$ cat src/hw/rtl/mma_pkg.sv
// Shared constants, types and state encoding for the multichannel moving average.
// Used by every file in hw/rtl; depends on nothing.
package mma_pkg;

  localparam int CHANNELS   = 4;
  localparam int WINDOW_MAX = 64;

  localparam int CH_W     = 2;                      // channel field width
  localparam int POS_W    = $clog2(WINDOW_MAX);     // ring position width
  localparam int ADDR_W   = CH_W + POS_W;           // ring memory address width
  localparam int SAMPLE_W = 32;                     // Q16.16 sample / average
  localparam int SUM_W    = 38;                     // Q22.16 running sum
  localparam int WIN_W    = 7;                      // window length register width
  localparam int RING_DEPTH = CHANNELS * WINDOW_MAX;

  // Divider retires two quotient bits per cycle (SUM_W is even).
  localparam int DIV_STEPS = SUM_W / 2;
  localparam int CNT_W     = $clog2(DIV_STEPS);

  localparam logic [WIN_W-1:0] WINDOW_RESET = WIN_W'(10);
  localparam logic [WIN_W-1:0] WINDOW_LIMIT = WIN_W'(WINDOW_MAX);

  typedef enum logic [1:0] {
    ST_IDLE,   // wait for a word
    ST_RMW,    // ring data back: update ring, sum, position
    ST_DIV,    // divide the sum by the window
    ST_ZERO    // channel out of range: emit zero
  } state_t;

  typedef struct packed {
    logic               start;
    logic               neg;
    logic [SUM_W-1:0]   mag;
    logic [WIN_W-1:0]   divisor;
  } div_req_t;

  typedef struct packed {
    logic                       valid;
    logic signed [SAMPLE_W-1:0] quotient;
  } div_rsp_t;

endpackage

$ cat src/hw/rtl/mma_div.sv
// Sequential restoring divider: sum magnitude by window length, two bits a cycle,
// quotient sign-corrected and held until acknowledged. Depends on mma_pkg.
module mma_div (
  input  logic              clk,
  input  logic              rst_n,
  input  mma_pkg::div_req_t req,
  input  logic              ack,
  output mma_pkg::div_rsp_t rsp
);

  logic                        busy_r;
  logic                        valid_r;
  logic [mma_pkg::CNT_W-1:0]   cnt_r;
  logic [mma_pkg::SUM_W-1:0]   num_r;
  logic [mma_pkg::SUM_W-1:0]   quo_r;
  logic [mma_pkg::WIN_W-1:0]   rem_r;
  logic [mma_pkg::WIN_W-1:0]   dvs_r;
  logic                        neg_r;

  logic [mma_pkg::WIN_W:0]     t1, t2, d1, d2;
  logic                        q1, q2;
  logic [mma_pkg::WIN_W-1:0]   r1, r2;
  logic [mma_pkg::SUM_W-1:0]   quo_sgn;

  // Two restoring steps; the remainder stays below the divisor.
  always_comb begin
    t1 = {rem_r, num_r[mma_pkg::SUM_W-1]};
    d1 = t1 - {1'b0, dvs_r};
    q1 = (t1 >= {1'b0, dvs_r});
    r1 = q1 ? d1[mma_pkg::WIN_W-1:0] : t1[mma_pkg::WIN_W-1:0];
    t2 = {r1, num_r[mma_pkg::SUM_W-2]};
    d2 = t2 - {1'b0, dvs_r};
    q2 = (t2 >= {1'b0, dvs_r});
    r2 = q2 ? d2[mma_pkg::WIN_W-1:0] : t2[mma_pkg::WIN_W-1:0];
  end

  always_ff @(posedge clk) begin
    if (!rst_n) begin
      busy_r  <= 1'b0;
      valid_r <= 1'b0;
      cnt_r   <= '0;
    end else if (req.start) begin
      busy_r  <= 1'b1;
      valid_r <= 1'b0;
      cnt_r   <= mma_pkg::CNT_W'(mma_pkg::DIV_STEPS - 1);
    end else if (busy_r) begin
      cnt_r <= cnt_r - 1'b1;
      if (cnt_r == '0) begin
        busy_r  <= 1'b0;
        valid_r <= 1'b1;
      end
    end else if (ack) begin
      valid_r <= 1'b0;
    end
  end

  always_ff @(posedge clk) begin
    if (req.start) begin
      num_r <= req.mag;
      quo_r <= '0;
      rem_r <= '0;
      dvs_r <= req.divisor;
      neg_r <= req.neg;
    end else if (busy_r) begin
      num_r <= {num_r[mma_pkg::SUM_W-3:0], 2'b00};
      quo_r <= {quo_r[mma_pkg::SUM_W-3:0], q1, q2};
      rem_r <= r2;
    end
  end

  // Truncation toward zero: divide the magnitude, then restore the sign.
  assign quo_sgn      = neg_r ? (~quo_r + 1'b1) : quo_r;
  assign rsp.valid    = valid_r;
  assign rsp.quotient = quo_sgn[mma_pkg::SAMPLE_W-1:0];

`ifndef NO_ASSERTIONS
  a_valid_not_busy: assert property (@(posedge clk) disable iff (!rst_n)
    valid_r |-> !busy_r)
    else $error("divider result flagged while still iterating");

  a_last_step_done: assert property (@(posedge clk) disable iff (!rst_n)
    (busy_r && cnt_r == '0 && !req.start) |=> valid_r)
    else $error("divider finished without raising its result");
`endif

endmodule

$ cat config.mk
export PLATFORM = sky130hd
export DESIGN_NAME = mma_div
export DESIGN_NICKNAME = d
export VERILOG_FILES = /design/src/hw/rtl/mma_pkg.sv /design/src/hw/rtl/mma_div.sv
export SDC_FILE = /design/constraint.sdc
export NUM_CORES = 1
export LEC_CHECK = 0
export ABC_AREA = 1
export BUFFER_PORTS_ARGS = -buffer_cell sky130_fd_sc_hd__buf_2
export CAP_MARGIN = 40
export CORE_MARGIN = 2
export CORE_UTILIZATION = 44
export CTS_BUF_LIST = sky130_fd_sc_hd__clkbuf_8
export CTS_CLUSTER_DIAMETER = 120
export DETAILED_ROUTE_END_ITERATION = 6
export GPL_TIMING_DRIVEN = 0
export PLACE_DENSITY = 0.67
export RECOVER_POWER = 25
export SYNTH_ARGS = -nofsm -noshare
export SYNTH_HDL_FRONTEND = slang
export SYNTH_SLANG_ARGS = --single-unit
$ cat constraint.sdc
create_clock -name clk -period 2.75 [get_ports clk]
set_input_delay 0.275 -clock clk [delete_from_list [all_inputs] [get_ports clk]]
set_output_delay 0.275 -clock clk [all_outputs]
set_load 0.01 [all_outputs]
==> impl_summary.txt, run 1 <==
----------------------------------------------------
[Run status]
  Result of the run ... finished, violations left
  Failing checks ... negative setup slack

[Power]
  Max VDD drop ... 0.664 mV
  Switching pwr ... 2.56 mW
  Leakage power total ... 3.14 nW
  Sequential fraction of design power ... 27.8%
  Combinational share of power ... 57.0%
  Final total power ... 5.98 mW
  Cell-internal power ... 3.42 mW
  Net switching fraction of the power ... 42.8%
  Part of the power in the clock network ... 15.1%
  Pwr per Cell Area ... 941 nW/µm²

[Die]
  Overall die width ... 113 µm
  Die H ... 113 µm
  I/O pins ... 83
  Area of the core ... 11500 µm²
  FP Rows ... 39
  Die area ... 12700 µm²
  Initial Util ... 45.3%

[Route]
  Total length of routed wires ... 13000 µm
  DRT antenna net count ... 0
  First DRT Iteration DRCs ... 296
  Detailed-routing iteration count for the pre-antenna-repair pass ... 5
  Routed wirelength normalized by instance count ... 14.1 µm
  Detailed-route via count ... 4710
  Vias/cell ... 5.12
  DR DRC count ... 0

[Place]
  Post-detailed-placement cell area ... 5820 µm²
  IO Port Bufs ... 82
  Detailed-placement wirelength estimate ... 9270 µm
  Global placement routability congestion ... 0.937

[Logic synthesis]
  Fraction of the yosys area taken by sequential cells ... 44.4%
  Share of flip-flops with an asynchronous set or reset after synthesis ... 0%
  Flip-flop and latch count after synthesis ... 92
  Synth area leaders ... edfxtp_1 (27%), dfxtp_1 (18%), nand2_1 (16%)
  Unique cell type count in the Yosys netlist ... 42
  YS warnings ... 0
  Syn_area_per_cell ... 7.83 µm²
  EDFF count, synth ... 46
  Commonest cells post-synth ... nand2_1 (217), inv_1 (83), dfxtp_1 (46), edfxtp_1 (46)
  Area share of the largest cell type after synthesis ... 26.6%
  Most frequently used cell type in the post-synthesis netlist ... nand2_1
  Primary FF master, synth ... edfxtp_1
  Post-Syn Area ... 5190 µm²
  Top cell type by total area after synthesis ... edfxtp_1
  Synthesized netlist net count ... 732
  Synth Instances ... 663

[Critical path]
  Crit path required time ... 3020 ps
  WP data arrival ... 3340 ps
  Top cell by count, worst path ... nand2_2
  Critical path buffer and inverter count ... 5
  Cell type of the slowest stage on the worst timing path ... edfxtp_1
  CP Class ... register to register
  Max stage delay on crit path ... 400 ps
  Type of element launching the critical path ... register
  Kind of cell adding the most delay to the critical path ... simple AND/OR/NAND/NOR gates
  CP endpoint kind ... register
  Max Fanout on Critical Path ... 7

[Final layout]
  Final nets ... 841
  Share of post-route cells with drive strength above 1 ... 25.6%
  Post-route cell area ... 6350 µm²
  Area Growth Syn to Fin ... 22.4%
  Number of diodes ... 0
  Final Core Density ... 55.4%

[Timing]
  Maximum frequency from static timing analysis ... 326 MHz
  Max Clock Skew ... 9.40 ps
  Final setup fails ... 8
  Slew @ Worst Pin ... 585 ps
  Unrepaired setup endpoints after global routing ... true
  Crit path setup slack, layout ... -315 ps
  Fin. Hold Viols ... 0
  Setup TNS ... -2250 ps
  Final period demand of the worst path ... 3070 ps
  Normalized max-slew margin ... 61.0%
  Fin. max-slew vios ... 0
  Part of the cycle the worst path needs ... 111%

[Global route]
  Initial antenna violation count ... 0
  Global Route Usage Sum ... 19.7%
  Global-route wire length before repair ... 20300 µm
  Vias in the first global route ... 4388
  GRT Residual Overflow ... 0
  Largest net degree at the start of global routing ... 35

[Clock network]
  Clock H-tree levels ... 3
  Clock latency of the later-clocked register in the worst-skew pair ... 370 ps
  CTS sink cnt ... 92
  Clock tree from TritonCTS ... yes
  CTS root buf ... clkbuf_8
  Hold-fix buffer count after cts ... 0
  Clock buffer depth ... 2
  Clock input transition at the sequential cells of the worst setup and hold paths ... 90 ps
  Number of clock buffers inserted by TritonCTS ... 9

[Flow run]
  Max Cap Violations ... 0

[Min path]
  Hold Path Class ... input pin to register

----------------------------------------------------
-- area by class of cell --
type,instances,area (µm²)
tap,143,179
timing repair buffer,97,533
clock inverter,7,67.6
buffer,21,90.1
sequential,92,2300
clock buffer,9,124
inverter,87,332
multi-input combinational,464,2730
fill,1089,5110
-- sequential cells by signal, summed over array words and instances (netlist names) --
register  flops
busy_r        1
cnt_r         5
dvs_r         7
neg_r         1
num_r        38
quo_r        32
rem_r         7
valid_r       1
-- cells in the final DEF (no fill, tap or decap), types with 21 or more instances in the layout --
master / Yosys / layout
inv_1: 83 / 75
xor2_1: 29 / 28
nand2_1: 217 / 198
buf_2: 3 / 83
o22ai_1: 30 / 30
nand2_2: 5 / 21
nor2_1: 40 / 38
edfxtp_1: 46 / 46
nand3_1: 40 / 31
dfxtp_1: 46 / 46
-- layer usage --
metal	up-vias	GRT usage (%)	share of wire, %
li1	2357	-	-
met1	2192	26.6	45
met2	144	31.7	48
met3	17	3.51	5.6
met4	0	7.40	1.4
met5	-	0	0
-- cells by family after synthesis --
family / after synthesis / share of synthesized area [%]
flops: 92 / 44.4
fa+ha+maj: 19 / 4.87
compound gates: 66 / 7.67
xor+xnor: 32 / 5.40
buf+inv: 108 / 8.03
simple gates: 346 / 29.7
-- repair_timing --
action | 4_1_cts | 5_1_grt
resized for setup | 23 | 34
pin swaps | 26 | 23
setup endpoints to repair | 8 | 8
setup buffers | 9 | 5
gates cloned | 1 | 0
-- worst reg2reg max path, cell delays in order, from the launching register on --
cell	delay, ps
edfxtp_1	400
inv_2	100
ha_4	140
inv_4	30
fa_2	340
nand2_2	70
nand2_2	60
nand2_2	80
nand2_2	70
nand2_4	130
nand2_4	110
inv_4	80
nand2_2	50
nand2_2	90
inv_2	60
ha_4	250
nand2_2	60
nor2_1	40
nand3_1	110
nand2_2	90
inv_2	90
nand2_4	60
nor2_4	220
nand3_1	100
nand3_1	100
nand2_1	60
-- power by group through the flow --
| stage | logic [mW] | clock network [mW] | registers [mW] |
|---|---|---|---|
| finish | 3.41 | 0.905 | 1.66 |
| global route | 3.72 | 0.974 | 1.68 |
| CTS | 2.84 | 0.924 | 1.66 |
| detailed placement | 2.41 | 0 | 1.69 |
| global placement | 2.34 | 0 | 1.68 |
| floorplan | 1.89 | 0 | 1.66 |
-- through the flow --
stage | hold slack (ps) | worst slack, ps | cells
after CTS | 59.8 | -190 | 915
after floorplan | 374 | 0.738 | 663
final | 79.4 | -315 | 920
after detailed placement | 457 | -432 | 889
after global placement | 454 | -568 | 888
after global routing | 65.5 | -455 | 920
-- worst paths after layout --
path | cells past startpoint | to | slack (ps) | from
setup / recovery | 25 | rem_r[1] | -320 | num_r[37]
hold / removal | 1 | dvs_r[1] | 80 | req[1]
setup reg to reg | 25 | rem_r[1] | -320 | num_r[37]
hold reg to reg | 2 | cnt_r[4] | 500 | cnt_r[4]
Note: power is estimated with default switching activity, not from simulation.
==> run 2: changes to the inputs <==
--- a/config.mk
+++ b/config.mk
@@ -5,7 +5,6 @@
 export SDC_FILE = /design/constraint.sdc
 export NUM_CORES = 1
 export LEC_CHECK = 0
-export ABC_AREA = 1
 export BUFFER_PORTS_ARGS = -buffer_cell sky130_fd_sc_hd__buf_2
 export CAP_MARGIN = 40
 export CORE_MARGIN = 2
@@ -14,7 +13,7 @@
 export CTS_CLUSTER_DIAMETER = 120
 export DETAILED_ROUTE_END_ITERATION = 6
 export GPL_TIMING_DRIVEN = 0
-export PLACE_DENSITY = 0.67
+export PLACE_DENSITY = 0.65
 export RECOVER_POWER = 25
 export SYNTH_ARGS = -nofsm -noshare
 export SYNTH_HDL_FRONTEND = slang
==> run 2 against run 1 <==
The run still ends with negative setup slack left. Sequential share of layout area grew 0.70 points. Routed wire length shrank 17%. Power is 30% lower. Area after synthesis shrank 5.0%. Clock-buffer cell count unchanged. Synthesized cell count decreased by 32%. Via count decreased by 21%. Core utilization up 2.2 points. Hold slack worse by 5.3 ps. Critical path type unchanged.
==> impl_summary.txt, run 2 <==
----------------------------------------------------
[Logic synthesis]
  Area share of the largest cell type after synthesis ... 28.0% (+1.4 points)
  EDFF count, synth ... 46 (unchanged)
  Unique cell type count in the Yosys netlist ... 50 (+19%)
  Syn_area_per_cell ... 11.0 µm² (+40%)
  Synth area leaders ... edfxtp_1 (28%), dfxtp_1 (19%), mux2_2 (9.1%)
  Share of flip-flops with an asynchronous set or reset after synthesis ... 0% (unchanged)
  Flip-flop and latch count after synthesis ... 92 (unchanged)
  Post-Syn Area ... 4930 µm² (-5.0%)
  Most frequently used cell type in the post-synthesis netlist ... nor2_1
  Synth Instances ... 450 (-32%)
  YS warnings ... 0 (unchanged)
  Commonest cells post-synth ... nor2_1 (51), dfxtp_1 (46), edfxtp_1 (46)
  Primary FF master, synth ... edfxtp_1
  Top cell type by total area after synthesis ... edfxtp_1
  Synthesized netlist net count ... 519 (-29%)
  Fraction of the yosys area taken by sequential cells ... 46.7% (+2.3 points)

[Timing]
  Unrepaired setup endpoints after global routing ... true
  Max Clock Skew ... 15.1 ps (+5.68 ps)
  Fin. Hold Viols ... 0 (unchanged)
  Part of the cycle the worst path needs ... 141% (+30 points)
  Final setup fails ... 22 (+14)
  Crit path setup slack, layout ... -1140 ps (-821 ps)
  Maximum frequency from static timing analysis ... 257 MHz (-21%)
  Normalized max-slew margin ... 35.2% (-26 points)
  Fin. max-slew vios ... 0 (unchanged)
  Final period demand of the worst path ... 3890 ps (+821 ps)
  Slew @ Worst Pin ... 973 ps (+388 ps)

[Clock network]
  CTS sink cnt ... 92 (unchanged)
  Number of clock buffers inserted by TritonCTS ... 9 (unchanged)
  Clock H-tree levels ... 3 (unchanged)
  CTS root buf ... clkbuf_8
  Clock buffer depth ... 2 (unchanged)
  Clock input transition at the sequential cells of the worst setup and hold paths ... 90 ps (about the same)
  Clock tree from TritonCTS ... yes
  Clock latency of the later-clocked register in the worst-skew pair ... 370 ps (about the same)

[Place]
  Setup slack after placement ... -1460 ps (-1030 ps)
  Detailed-placement wirelength estimate ... 7630 µm (-18%)
  Total instance count after detailed placement ... 673 (-24%)
  Global placement routability congestion ... 0.821 (-12%)
  IO Port Bufs ... 82 (unchanged)
  Post-detailed-placement cell area ... 5580 µm² (-4.1%)

[Global route]
  Global Route Usage Sum ... 18.8% (-0.94 points)
  Initial antenna violation count ... 0 (unchanged)
  Global-route wire length before repair ... 17400 µm (-14%)
  Vias in the first global route ... 3740 (-15%)
  GRT Residual Overflow ... 0 (unchanged)
  Largest net degree at the start of global routing ... 39 (+11%)

[Power]
  Leakage power total ... 2.55 nW (-19%)
  Max VDD drop ... 0.376 mV (-43%)
  Pwr per Cell Area ... 664 nW/µm² (-29%)

[Die]
  I/O pins ... 83 (unchanged)
  FP Rows ... 38 (-2.6%)
  Die area ... 12100 µm² (-4.8%)
  Die H ... 110 µm (-2.4%)
  Area of the core ... 10900 µm² (-5.1%)
  Initial Util ... 45.3% (about the same)
  Overall die width ... 110 µm (-2.4%)

[Final layout]
  Most frequent cells in the layout ... buf_2 (80), nor2_1 (51), edfxtp_1 (46)
  Largest register FFs ... 38 (unchanged)
  Fill cells ... 925 (-15%)
  Leading cell type in the layout, fill and taps excluded ... buf_2
  Area Growth Syn to Fin ... 27.4%
  Final Core Density ... 57.7% (+2.2 points)
  Post-route cell area ... 6280 µm² (-1.2%)
  Share of post-route cells with drive strength above 1 ... 38.3% (+13 points)
  Leading registers by flop count ... num_r: 38 flops, quo_r: 32 flops
  Final instance count without filler cells ... 714 (-22%)
  Most flop-heavy register ... num_r
  Number of diodes ... 0 (unchanged)
  Final nets ... 638 (-24%)

[Critical path]
  CP Class ... register to register
  Critical register-to-register path startpoint ... num_r[37]
  Crit path required time ... 3040 ps (+20 ps)
  Kind of cell adding the most delay to the critical path ... compound AO/OA/AOI/OAI gates
  CP endpoint kind ... register
  Cell type of the slowest stage on the worst timing path ... or4b_4
  Start point of the critical path ... num_r[37]
  WP data arrival ... 4180 ps (+840 ps)
  Critical path buffer and inverter count ... 4 (-1)
  Cell chain of the critical path ... inv_2, ha_4, inv_2, fa_2, a211oi_2, o21ai_2, a21oi_4, buf_12, mux2_4, ha_4, nor2b_4, o31a_1, o31ai_2, o211ai_1, buf_4, or4b_4, o311ai_2
  Type of element launching the critical path ... register
  Max stage delay on crit path ... 530 ps (+130 ps)
  Max Fanout on Critical Path ... 5 (-2)

[Min path]
  Hold Path Class ... input pin to register
  Launch instance of the worst min-delay path ... req[45]

[Route]
  Vias/cell ... 5.23 (+2.1%)
  Detailed-route via count ... 3733 (-21%)
  Routed wirelength normalized by instance count ... 15.2 µm (+7.4%)
  First DRT Iteration DRCs ... 156 (-47%)
  DRT antenna net count ... 0 (unchanged)
  Detailed-routing iteration count for the pre-antenna-repair pass ... 4 (-1)
  DR DRC count ... 0 (unchanged)
  Total length of routed wires ... 10800 µm (-17%)

[Run status]
  Failing checks ... negative setup slack
  Result of the run ... finished, violations left

[Flow run]
  Max Cap Violations ... 0 (unchanged)

----------------------------------------------------
[run 2: cell count changes after synthesis, sizes merged, moves of 7 or more]
cell	delta
mux2	+40
nand2b	+8
nand3	-43
o21a	+7
o31ai	+8
a211oi	+8
or3	+7
mux2i	+37
xor2	-27
o22ai	-30
nand2	-208
inv	-68
xnor2	+32
[run 2: kinds of logic (layout without fill, tap and decap cells)]
| group | Yosys count | count (layout) | synth area share (%) |
|---|---|---|---|
| AO/OA/AOI/OAI | 69 | 69 | 9.72 |
| XOR/XNOR | 37 | 37 | 6.57 |
| adder cells (fa/ha/maj) | 19 | 19 | 5.13 |
| buffers and inverters | 41 | 165 | 3.27 |
| flip-flops | 92 | 92 | 46.7 |
| multiplexers | 77 | 77 | 16.6 |
| AND/OR/NAND/NOR | 115 | 115 | 12.0 |
[run 2: layer usage]
layer	track usage, %	up-vias	share of wire [%]
li1	-	1862	-
met1	22.2	1773	44
met2	31.6	83	48
met3	5.69	15	6.2
met4	7.59	0	1.8
met5	0	-	0
[run 2: timing repair]
item	4_1_cts	5_1_grt
pin swaps	25	24
setup buffers	16	10
hold buffers	0	0
setup endpoints to repair	24	24
resized for setup	47	20
hold endpoints to repair	0	0
[run 2: worst register-to-register path, stage by stage, from the launching register on]
cell      delay (ps)
edfxtp_1         390
inv_2            100
ha_4             130
inv_2             30
fa_2             350
a211oi_2         220
o21ai_2          110
a21oi_4          180
buf_12           130
mux2_4           330
ha_4             220
nor2b_4          120
o31a_1           280
o31ai_2          240
o211ai_1         170
buf_4            190
or4b_4           530
o311ai_2          70
[run 2: final cells by class]
| class | instances | area [µm²] | share of cell area (%) |
|---|---|---|---|
| buffer | 21 | 86.3 | 1.38 |
| clock buffer | 9 | 124 | 1.97 |
| clock inverter | 7 | 56.3 | 0.897 |
| inverter | 19 | 71.3 | 1.14 |
| multi-input combinational | 317 | 2810 | 44.7 |
| sequential | 92 | 2320 | 36.9 |
| tap | 140 | 175 | 2.79 |
| timing repair buffer | 109 | 638 | 10.2 |
[run 2: path summary, 6_finish.rpt]
check | slack (ps) | end | depth (start not counted)
worst min-delay path | 70 | neg_r | 1
worst max register to register | -1140 | rem_r[1] | 17
worst min register to register | 500 | valid_r | 2
worst max-delay path | -1140 | rem_r[1] | 17
[run 2: report_power, final]
part           switching (mW)  internal, mW
Sequential             0.0510          1.55
Clock                   0.462         0.405
Combinational           0.828         0.870
[run 2: per-stage QoR]
step	power (mW)	hold slack (ps)	setup TNS, ps
floorplan	2.61	374	-6990
global placement	2.92	452	-10700
detailed placement	2.96	453	-10000
CTS	4.03	49.6	-12520
global route	4.41	63.8	-13730
finish	4.17	74.1	-10840
